===== src/design/mctt_pkg.sv =====
package mctt_pkg;

  localparam int unsigned PULSES_PER_QUARTER = 24;

  localparam logic [2:0] OP_CLOCK    = 3'd0;
  localparam logic [2:0] OP_START    = 3'd1;
  localparam logic [2:0] OP_CONTINUE = 3'd2;
  localparam logic [2:0] OP_STOP     = 3'd3;
  localparam logic [2:0] OP_SONG_POS = 3'd4;
  localparam logic [2:0] OP_TIMECODE = 3'd5;
  localparam logic [2:0] OP_CHECK    = 3'd6;

  localparam logic CFG_DRIFT_BOUND  = 1'b0;
  localparam logic CFG_LOCK_TIMEOUT = 1'b1;

  localparam logic [19:0] MS_NS       = 20'd1000000;
  localparam logic [17:0] BOUND_SCALE = 18'd256000;
  localparam logic [55:0] TEMPO_NUM   =
    56'(64'd60000000000 * 64'd65536 / 64'(PULSES_PER_QUARTER));

  typedef struct packed {
    logic [2:0]  operation;
    logic [13:0] value;
    logic [63:0] timestamp_ns;
  } in_item_t;

  typedef struct packed {
    logic        locked;
    logic [23:0] tempo_bpm_q8;
    logic [55:0] mean_interval_q8;
    logic [47:0] last_interval_ns;
    logic [56:0] drift_q8;
    logic [47:0] window_span_ns;
    logic [31:0] pulse_total;
    logic [31:0] kind_count;
    logic [13:0] spp_value;
    logic [13:0] mtc_value;
  } out_item_t;

  typedef struct packed {
    logic        is_clock;
    logic        is_count;
    logic        is_stop;
    logic        is_song;
    logic        is_tc;
    logic        is_check;
    logic [2:0]  cnt_idx;
    logic [13:0] value;
    logic [63:0] ts;
  } cmd_t;

  typedef struct packed {
    logic empty;
    logic full;
  } q_status_t;

  function automatic logic [47:0] sat48(input logic [63:0] v);
    return (|v[63:48]) ? '1 : v[47:0];
  endfunction

endpackage


===== src/design/mctt_front.sv =====
module mctt_front (
  input  logic                in_push,
  input  mctt_pkg::in_item_t  in_data,
  input  mctt_pkg::q_status_t q_status,
  output logic                in_full,
  output logic                q_write,
  output mctt_pkg::cmd_t      q_cmd
);

  assign in_full = q_status.full;
  assign q_write = in_push && !q_status.full;

  always_comb begin
    q_cmd          = '0;
    q_cmd.value    = in_data.value;
    q_cmd.ts       = in_data.timestamp_ns;
    q_cmd.cnt_idx  = 3'(in_data.operation - 3'd1);
    case (in_data.operation)
      mctt_pkg::OP_CLOCK:    q_cmd.is_clock = 1'b1;
      mctt_pkg::OP_START:    q_cmd.is_count = 1'b1;
      mctt_pkg::OP_CONTINUE: q_cmd.is_count = 1'b1;
      mctt_pkg::OP_STOP: begin
        q_cmd.is_count = 1'b1;
        q_cmd.is_stop  = 1'b1;
      end
      mctt_pkg::OP_SONG_POS: begin
        q_cmd.is_count = 1'b1;
        q_cmd.is_song  = 1'b1;
      end
      mctt_pkg::OP_TIMECODE: begin
        q_cmd.is_count = 1'b1;
        q_cmd.is_tc    = 1'b1;
      end
      mctt_pkg::OP_CHECK:    q_cmd.is_check = 1'b1;
      default:               q_cmd.cnt_idx  = 3'd0;
    endcase
  end

endmodule


===== src/design/mctt_queue.sv =====
module mctt_queue (
  input  logic                clk,
  input  logic                rst_n,
  input  logic                q_write,
  input  mctt_pkg::cmd_t      q_cmd,
  input  logic                q_pop,
  output mctt_pkg::cmd_t      q_head,
  output mctt_pkg::q_status_t q_status
);

  mctt_pkg::cmd_t slot_r [2];
  logic       wr_ptr_r, wr_ptr_nxt;
  logic       rd_ptr_r, rd_ptr_nxt;
  logic [1:0] count_r, count_nxt;

  assign q_head         = slot_r[rd_ptr_r];
  assign q_status.empty = (count_r == 2'd0);
  assign q_status.full  = (count_r == 2'd2);

  always_comb begin
    wr_ptr_nxt = wr_ptr_r ^ q_write;
    rd_ptr_nxt = rd_ptr_r ^ q_pop;
    count_nxt  = 2'(count_r + {1'b0, q_write} - {1'b0, q_pop});
  end

  always_ff @(posedge clk) begin
    if (q_write) begin
      slot_r[wr_ptr_r] <= q_cmd;
    end
    if (!rst_n) begin
      wr_ptr_r <= 1'b0;
      rd_ptr_r <= 1'b0;
      count_r  <= 2'd0;
    end else begin
      wr_ptr_r <= wr_ptr_nxt;
      rd_ptr_r <= rd_ptr_nxt;
      count_r  <= count_nxt;
    end
  end

endmodule


===== src/design/mctt_back.sv =====
module mctt_back #(
  parameter int unsigned WINDOW_PULSES = 24
) (
  input  logic                clk,
  input  logic                rst_n,
  input  logic                cfg_we,
  input  logic                cfg_index,
  input  logic [19:0]         cfg_data,
  input  mctt_pkg::cmd_t      q_head,
  input  mctt_pkg::q_status_t q_status,
  output logic                q_pop,
  input  logic                out_pop,
  output logic                out_empty,
  output mctt_pkg::out_item_t out_data
);

  typedef enum logic [6:0] {
    S_IDLE      = 7'b0000001,
    S_EXEC      = 7'b0000010,
    S_CHECK     = 7'b0000100,
    S_DIV_MEAN  = 7'b0001000,
    S_LOCK      = 7'b0010000,
    S_DIV_TEMPO = 7'b0100000,
    S_OUT       = 7'b1000000
  } state_t;

  state_t              state_r, state_nxt;
  mctt_pkg::cmd_t      cmd_r, cmd_nxt;
  logic [19:0]         drift_cfg_r, drift_cfg_nxt;
  logic [15:0]         tmo_cfg_r, tmo_cfg_nxt;
  logic [63:0]         win_start_r, win_start_nxt;
  logic [63:0]         last_pulse_r, last_pulse_nxt;
  logic [47:0]         last_iv_r, last_iv_nxt;
  logic [55:0]         mean_r, mean_nxt;
  logic [47:0]         span_r, span_nxt;
  logic [31:0]         pulses_r, pulses_nxt;
  logic [6:0]          piw_r, piw_nxt;
  logic                lock_r, lock_nxt;
  logic [31:0]         cnt_r [5];
  logic [31:0]         cnt_nxt [5];
  logic [13:0]         song_r, song_nxt;
  logic [13:0]         tc_r, tc_nxt;
  logic [23:0]         tempo_r, tempo_nxt;
  logic [31:0]         kind_r, kind_nxt;
  logic [63:0]         age_r, age_nxt;
  logic [36:0]         thr_r, thr_nxt;
  logic [37:0]         bound_r, bound_nxt;
  logic [55:0]         rem_r, rem_nxt;
  logic [55:0]         quo_r, quo_nxt;
  logic [55:0]         dvd_r, dvd_nxt;
  logic [55:0]         dvsr_r, dvsr_nxt;
  logic [5:0]          dcnt_r, dcnt_nxt;
  logic                out_valid_r, out_valid_nxt;
  mctt_pkg::out_item_t out_r, out_nxt;

  logic [63:0] diff_prev, diff_win;
  logic [6:0]  piw_inc;
  logic [56:0] rem_sh;
  logic        rem_ge;
  logic [55:0] quo_step;
  logic [55:0] iv_q8;
  logic [55:0] stray;

  assign out_empty = !out_valid_r;
  assign out_data  = out_r;

  always_comb begin
    diff_prev = cmd_r.ts - last_pulse_r;
    diff_win  = cmd_r.ts - win_start_r;
    piw_inc   = 7'(piw_r + 7'd1);
    rem_sh    = {rem_r, dvd_r[55]};
    rem_ge    = rem_sh >= {1'b0, dvsr_r};
    quo_step  = {quo_r[54:0], rem_ge};
    iv_q8     = {last_iv_r, 8'd0};
    stray     = (iv_q8 >= quo_r) ? 56'(iv_q8 - quo_r) : 56'(quo_r - iv_q8);
  end

  always_comb begin
    state_nxt      = state_r;
    cmd_nxt        = cmd_r;
    drift_cfg_nxt  = drift_cfg_r;
    tmo_cfg_nxt    = tmo_cfg_r;
    win_start_nxt  = win_start_r;
    last_pulse_nxt = last_pulse_r;
    last_iv_nxt    = last_iv_r;
    mean_nxt       = mean_r;
    span_nxt       = span_r;
    pulses_nxt     = pulses_r;
    piw_nxt        = piw_r;
    lock_nxt       = lock_r;
    cnt_nxt        = cnt_r;
    song_nxt       = song_r;
    tc_nxt         = tc_r;
    tempo_nxt      = tempo_r;
    kind_nxt       = kind_r;
    age_nxt        = age_r;
    thr_nxt        = thr_r;
    bound_nxt      = bound_r;
    rem_nxt        = rem_r;
    quo_nxt        = quo_r;
    dvd_nxt        = dvd_r;
    dvsr_nxt       = dvsr_r;
    dcnt_nxt       = dcnt_r;
    out_valid_nxt  = out_valid_r && !out_pop;
    out_nxt        = out_r;
    q_pop          = 1'b0;

    if (cfg_we) begin
      case (cfg_index)
        mctt_pkg::CFG_DRIFT_BOUND:  drift_cfg_nxt = cfg_data;
        mctt_pkg::CFG_LOCK_TIMEOUT: tmo_cfg_nxt   = cfg_data[15:0];
        default:                    drift_cfg_nxt = drift_cfg_r;
      endcase
    end

    case (state_r)
      S_IDLE: begin
        if (!q_status.empty) begin
          q_pop     = 1'b1;
          cmd_nxt   = q_head;
          state_nxt = S_EXEC;
        end
      end
      S_EXEC: begin
        kind_nxt  = 32'd0;
        state_nxt = S_OUT;
        thr_nxt   = 37'({1'b0, tmo_cfg_r} + 17'd1) * 37'(mctt_pkg::MS_NS);
        bound_nxt = 38'(drift_cfg_r) * 38'(mctt_pkg::BOUND_SCALE);
        age_nxt   = (cmd_r.ts > last_pulse_r) ? diff_prev : 64'd0;
        if (cmd_r.is_clock) begin
          if (pulses_r == 32'd0 || win_start_r == 64'd0) begin
            win_start_nxt  = cmd_r.ts;
            last_pulse_nxt = cmd_r.ts;
            pulses_nxt     = 32'd1;
            piw_nxt        = 7'd0;
            lock_nxt       = 1'b0;
            kind_nxt       = 32'd1;
          end else begin
            last_pulse_nxt = cmd_r.ts;
            last_iv_nxt    = (last_pulse_r == 64'd0) ? 48'd0 : mctt_pkg::sat48(diff_prev);
            pulses_nxt     = 32'(pulses_r + 32'd1);
            kind_nxt       = 32'(pulses_r + 32'd1);
            piw_nxt        = piw_inc;
            if (piw_inc >= 7'(WINDOW_PULSES)) begin
              span_nxt      = mctt_pkg::sat48(diff_win);
              win_start_nxt = cmd_r.ts;
              piw_nxt       = 7'd0;
              dvd_nxt       = {mctt_pkg::sat48(diff_win), 8'd0};
              dvsr_nxt      = 56'(WINDOW_PULSES);
              rem_nxt       = 56'd0;
              quo_nxt       = 56'd0;
              dcnt_nxt      = 6'd0;
              state_nxt     = S_DIV_MEAN;
            end
          end
        end else if (cmd_r.is_count) begin
          cnt_nxt[cmd_r.cnt_idx] = 32'(cnt_r[cmd_r.cnt_idx] + 32'd1);
          kind_nxt               = 32'(cnt_r[cmd_r.cnt_idx] + 32'd1);
          if (cmd_r.is_stop) begin
            lock_nxt      = 1'b0;
            win_start_nxt = 64'd0;
            piw_nxt       = 7'd0;
          end
          if (cmd_r.is_song) begin
            song_nxt = cmd_r.value;
          end
          if (cmd_r.is_tc) begin
            tc_nxt = cmd_r.value;
          end
        end else if (cmd_r.is_check && lock_r) begin
          state_nxt = S_CHECK;
        end
      end
      S_CHECK: begin
        if (age_r >= 64'(thr_r)) begin
          lock_nxt      = 1'b0;
          win_start_nxt = 64'd0;
          piw_nxt       = 7'd0;
        end
        state_nxt = S_OUT;
      end
      S_DIV_MEAN, S_DIV_TEMPO: begin
        rem_nxt  = rem_ge ? 56'(rem_sh - {1'b0, dvsr_r}) : rem_sh[55:0];
        quo_nxt  = quo_step;
        dvd_nxt  = {dvd_r[54:0], 1'b0};
        dcnt_nxt = 6'(dcnt_r + 6'd1);
        if (dcnt_r == 6'd55) begin
          if (state_r == S_DIV_MEAN) begin
            state_nxt = S_LOCK;
          end else begin
            tempo_nxt = (|quo_step[55:24]) ? '1 : quo_step[23:0];
            state_nxt = S_OUT;
          end
        end
      end
      S_LOCK: begin
        mean_nxt = quo_r;
        lock_nxt = stray <= 56'(bound_r);
        if (quo_r != 56'd0) begin
          dvd_nxt   = mctt_pkg::TEMPO_NUM;
          dvsr_nxt  = quo_r;
          rem_nxt   = 56'd0;
          quo_nxt   = 56'd0;
          dcnt_nxt  = 6'd0;
          state_nxt = S_DIV_TEMPO;
        end else begin
          tempo_nxt = 24'd0;
          state_nxt = S_OUT;
        end
      end
      S_OUT: begin
        if (!out_valid_r) begin
          out_nxt.locked           = lock_r;
          out_nxt.tempo_bpm_q8     = (lock_r && mean_r != 56'd0) ? tempo_r : 24'd0;
          out_nxt.mean_interval_q8 = mean_r;
          out_nxt.last_interval_ns = last_iv_r;
          out_nxt.drift_q8         = (mean_r != 56'd0) ?
                                     57'({1'b0, iv_q8} - {1'b0, mean_r}) : 57'd0;
          out_nxt.window_span_ns   = span_r;
          out_nxt.pulse_total      = pulses_r;
          out_nxt.kind_count       = kind_r;
          out_nxt.spp_value        = song_r;
          out_nxt.mtc_value        = tc_r;
          out_valid_nxt            = 1'b1;
          state_nxt                = S_IDLE;
        end
      end
      default: state_nxt = S_IDLE;
    endcase
  end

  always_ff @(posedge clk) begin
    cmd_r   <= cmd_nxt;
    tempo_r <= tempo_nxt;
    kind_r  <= kind_nxt;
    age_r   <= age_nxt;
    thr_r   <= thr_nxt;
    bound_r <= bound_nxt;
    rem_r   <= rem_nxt;
    quo_r   <= quo_nxt;
    dvd_r   <= dvd_nxt;
    dvsr_r  <= dvsr_nxt;
    dcnt_r  <= dcnt_nxt;
    out_r   <= out_nxt;
    if (!rst_n) begin
      state_r      <= S_IDLE;
      drift_cfg_r  <= 20'd1000;
      tmo_cfg_r    <= 16'd500;
      win_start_r  <= 64'd0;
      last_pulse_r <= 64'd0;
      last_iv_r    <= 48'd0;
      mean_r       <= 56'd0;
      span_r       <= 48'd0;
      pulses_r     <= 32'd0;
      piw_r        <= 7'd0;
      lock_r       <= 1'b0;
      for (int i = 0; i < 5; i++) begin
        cnt_r[i] <= 32'd0;
      end
      song_r       <= 14'd0;
      tc_r         <= 14'd0;
      out_valid_r  <= 1'b0;
    end else begin
      state_r      <= state_nxt;
      drift_cfg_r  <= drift_cfg_nxt;
      tmo_cfg_r    <= tmo_cfg_nxt;
      win_start_r  <= win_start_nxt;
      last_pulse_r <= last_pulse_nxt;
      last_iv_r    <= last_iv_nxt;
      mean_r       <= mean_nxt;
      span_r       <= span_nxt;
      pulses_r     <= pulses_nxt;
      piw_r        <= piw_nxt;
      lock_r       <= lock_nxt;
      cnt_r        <= cnt_nxt;
      song_r       <= song_nxt;
      tc_r         <= tc_nxt;
      out_valid_r  <= out_valid_nxt;
    end
  end

endmodule


===== src/design/midi_clock_tempo_tracker_top.sv =====
// Channel   Handshake            Payload
// input     in_push / in_full    in_data  (mctt_pkg::in_item_t)
// result    out_pop / out_empty  out_data (mctt_pkg::out_item_t)
// config    cfg_we               cfg_index, cfg_data
//
// An accepted item goes from the queue via S_IDLE, S_EXEC and S_OUT into the
// result register, via S_CHECK too for a time check while locked; a clock
// pulse closing a window also passes S_DIV_MEAN, S_LOCK and, for a non-zero
// mean, S_DIV_TEMPO; mean and tempo share a one-bit-per-cycle divider.
// Reset is synchronous; the block is ready in the cycle after rst_n rises.
// A two-item queue parts the input from the execution side; a full result
// register stalls execution, not the input, until that queue fills.
module midi_clock_tempo_tracker_top #(
  parameter int unsigned WINDOW_PULSES = 24
) (
  input  logic                clk,
  input  logic                rst_n,
  input  logic                in_push,
  output logic                in_full,
  input  mctt_pkg::in_item_t  in_data,
  output logic                out_empty,
  input  logic                out_pop,
  output mctt_pkg::out_item_t out_data,
  input  logic                cfg_we,
  input  logic                cfg_index,
  input  logic [19:0]         cfg_data
);

  mctt_pkg::q_status_t q_status;
  mctt_pkg::cmd_t      q_cmd;
  mctt_pkg::cmd_t      q_head;
  logic                q_write;
  logic                q_pop;

  mctt_front u_front (
    .in_push  (in_push),
    .in_data  (in_data),
    .q_status (q_status),
    .in_full  (in_full),
    .q_write  (q_write),
    .q_cmd    (q_cmd)
  );

  mctt_queue u_queue (
    .clk      (clk),
    .rst_n    (rst_n),
    .q_write  (q_write),
    .q_cmd    (q_cmd),
    .q_pop    (q_pop),
    .q_head   (q_head),
    .q_status (q_status)
  );

  mctt_back #(
    .WINDOW_PULSES (WINDOW_PULSES)
  ) u_back (
    .clk       (clk),
    .rst_n     (rst_n),
    .cfg_we    (cfg_we),
    .cfg_index (cfg_index),
    .cfg_data  (cfg_data),
    .q_head    (q_head),
    .q_status  (q_status),
    .q_pop     (q_pop),
    .out_pop   (out_pop),
    .out_empty (out_empty),
    .out_data  (out_data)
  );

endmodule


===== config.mk =====
export PLATFORM = sky130hd
export DESIGN_NAME = midi_clock_tempo_tracker_top
export DESIGN_NICKNAME = d
export VERILOG_FILES = /design/src/design/mctt_pkg.sv /design/src/design/mctt_front.sv /design/src/design/mctt_queue.sv /design/src/design/mctt_back.sv /design/src/design/midi_clock_tempo_tracker_top.sv
export SDC_FILE = /design/constraint.sdc
export NUM_CORES = 2
export LEC_CHECK = 0
export BUFFER_PORTS_ARGS = -buffer_cell sky130_fd_sc_hd__buf_2
export CAP_MARGIN = 20
export CORE_ASPECT_RATIO = 1.75
export CORE_UTILIZATION = 40
export CTS_BUF_LIST = sky130_fd_sc_hd__clkbuf_8
export DETAILED_ROUTE_END_ITERATION = 10
export PLACE_DENSITY = 0.6
export SYNTH_ARGS = -nofsm -noshare
export SYNTH_HDL_FRONTEND = slang
export SYNTH_SLANG_ARGS = --single-unit

===== constraint.sdc =====
create_clock -name clk -period 48.8 [get_ports clk]
set_clock_uncertainty 0.2 [all_clocks]
set_input_delay 9.76 -clock clk [delete_from_list [all_inputs] [get_ports clk]]
set_output_delay 9.76 -clock clk [all_outputs]
set_load 0.05 [all_outputs]

==> flow_summary.ini <==
[layout]
final_common_cell = nand2_1
layout_common_cells = nand2_1, edfxtp_1, nor2_1
fillers = 20300
multi_input_area_um2 = 41000
nets = 9692
area_growth_pct = 11.9
ff_latch_area_um2 = 40800
drive_gt1_frac = 0.116

[worst_hold_path]
hp-start = u_back.kind_r[2]
hp-class = reg -> reg

[worst_setup_path]
worstReg2RegStart = u_back.tmo_cfg_r[0]
path_max_fanout = 3
crit_start = u_queue.count_r[1]
worstPathRequired_ns = 38.84
crit_type = reg -> out
cp-start-kind = flip-flop
critPathCaptureType = output pin
arrival_ns = 1.89

[global_routing]
grt_antenna_before_repair = 17
grt_pass1_vias = 65600
grt_max_degree = 196
gr-total-overflow = 0
grt_pass1_wl_um = 397000
grtUsageTotal = 0.242

[drt]
totalWireLength_um = 267000
drtPass1Iterations = 6
first_iter_violations = 4778
viasPerCell = 5.47
remaining_drc_errors = 0
ant_nets = 0
wire_per_inst_um = 22.4
vias = 65200

[power]
p_leak_nw = 37.9
power_mw = 4.09
p_per_area_nw_per_um2 = 42.8
peakVddDrop_mv = 0.0418

[logic_synthesis]
synth.distinct_cells = 88
yosysSeqAreaShare = 0.477
syn_area_per_cell_um2 = 10.0
synthFlopType = edfxtp_1
syn_inst = 8547
yosys_warnings = 0
synth_edf_count = 987
syn_area_um2 = 85500
async_reset_ff_frac = 0
synth_nets = 9354
ys_ff_latch = 1543

[place]
numPortBuffers = 434
gp_congestion = 0.959
dp_hpwl_um = 200000

[timing]
rsz0062_at_grt = false
whs_ns = 0.190
slew_viol_final = 0
worst_slew_pin_slew_ns = 1.18
setup_tns_ns = 0
fin_crit_ns = 11.85
fmax_mhz = 84.4
min_period_over_period = 0.243
relSlewSlack = 0.208
setup_viol = 0
hold_viol_final = 0

[floorplan]
ioPinCount = 435
die_y_um = 614
fp.coreArea_um2 = 212000
initial_core_util = 0.403
die_area_um2 = 216000
die_w_um = 352
std_cell_rows = 224

[outcome]
status = complete, no violations

[clock_tree]
cts.sink_count = 1543
cts_made_buffers = 236
cts_tree = built
cts_setup_buffers = 0
cts_resized = 0
insertion_delay_ns = 1.05
cts_max_path_buffers = 4
htree_num_levels = 4
root_buffer = clkbuf_8
clk_pin_slew_ns = 0.07
cts_hold_buf = 0

[run]
timing.max_cap.violations = 0
## cells in the mapped netlist (16+ instances only)
cell type	n	area [um2]
and2_1	179	1120
nor3_1	88	440
edfxtp_1	987	29600
o21a_1	94	706
ha_1	570	7130
mux2_2	89	1000
or2_2	21	131
inv_1	627	2350
a22o_1	17	149
nand4_1	105	657
a41oi_1	55	482
xor2_1	149	1310
and3_1	61	382
nand3_1	180	901
a31oi_1	47	294
fa_1	130	2600
nor4_1	87	544
a211oi_1	43	323
nor2b_1	61	382
o21bai_1	57	428
a22oi_1	28	210
o31ai_1	25	188
a21o_1	204	1530
nand2b_1	61	382
mux2i_1	66	661
a21oi_1	444	2220
mux4_2	31	698
dfxtp_1	556	11100
o21ai_0	476	2380
or3_1	28	175
nor2_1	737	2770
o22ai_1	17	106
nand2_1	1002	3760
buf_1	25	93.8
clkbuf_1	366	1370
xnor2_1	243	2130
a21boi_0	309	2320
o211ai_1	30	225
a2111oi_0	16	140
## layout make-up
class                   instances  share of cell area
clock buffers                 253              0.0364
multi-input cells            5965               0.428
clock inverters               182              0.0177
diodes                         11            0.000288
flip-flops and latches       1543               0.426
inverters                     627              0.0246
well taps                    2825              0.0369
repair buffers                512              0.0297
## stage by stage
step | utilization | worst slack (ns) | std cells | cell area, um2
after floorplan | - | 12.38 | 8547 | 85500
after global placement | 0.425 | 36.48 | 11500 | 90400
after detailed placement | 0.426 | 36.50 | 11500 | 90400
after CTS | 0.450 | 36.87 | 11900 | 95600
after global routing | 0.450 | 36.85 | 11900 | 95700
final | 0.450 | 36.95 | 11900 | 95700
## per-layer routing
| layer | share of wire | track usage | vias up |
|---|---|---|---|
| li1 | - | - | 30900 |
| met1 | 0.40 | 0.287 | 31800 |
| met2 | 0.50 | 0.431 | 1888 |
| met3 | 0.049 | 0.0301 | 589 |
| met4 | 0.051 | 0.113 | 2 |
| met5 | 0.000049 | 0 | - |
## report_power, final
part / internal, mW / switching, mW
Combinational: 0.472 / 0.828
Clock: 0.653 / 0.547
Sequential: 1.51 / 0.0792
Total: 2.64 / 1.45
## worst max-delay path, cell delays in order (launching register included)
cell and delay [ns]:
dfxtp_1 0.36, nor2b_1 0.21, buf_2 0.30
## registers in the layout, indices dropped and copies added, names as in the netlist, 48 cells and up
signal,cells
u_back.win_start_r,64
u_back.quo_r,56
u_back.age_r,64
u_back.span_r,48
u_back.last_iv_r,48
u_back.dvd_r,48
u_back.cmd_r,87
u_back.dvsr_r,56
u_back.out_data,326
u_back.rem_r,56
u_back.last_pulse_r,64
u_queue.slot_r,174
u_back.mean_r,56
u_back.cnt_r,160
## cells by family (layout without fill, tap and decap cells)
family,count (synthesis),after routing,share of synthesized area
and+or+nand+nor,2679,2679,0.143
AOI/OAI and AO/OA,2008,2008,0.153
DFF,1543,1543,0.477
buffers and inverters,1039,1574,0.0462
adders and majority gates,700,700,0.114
xor gates and xnor gates,392,392,0.0401
muxes,186,186,0.0276
other,0,11,0
## worst paths after layout
path	cells past startpoint	to	slack, ns
setup / recovery	2	in_full	36.95
hold reg to reg	0	u_back.out_data[30]	0.19
hold / removal	0	u_back.out_data[30]	0.19
setup reg to reg	27	u_back.thr_r[36]	40.52
(Power assumes the default switching activity.)
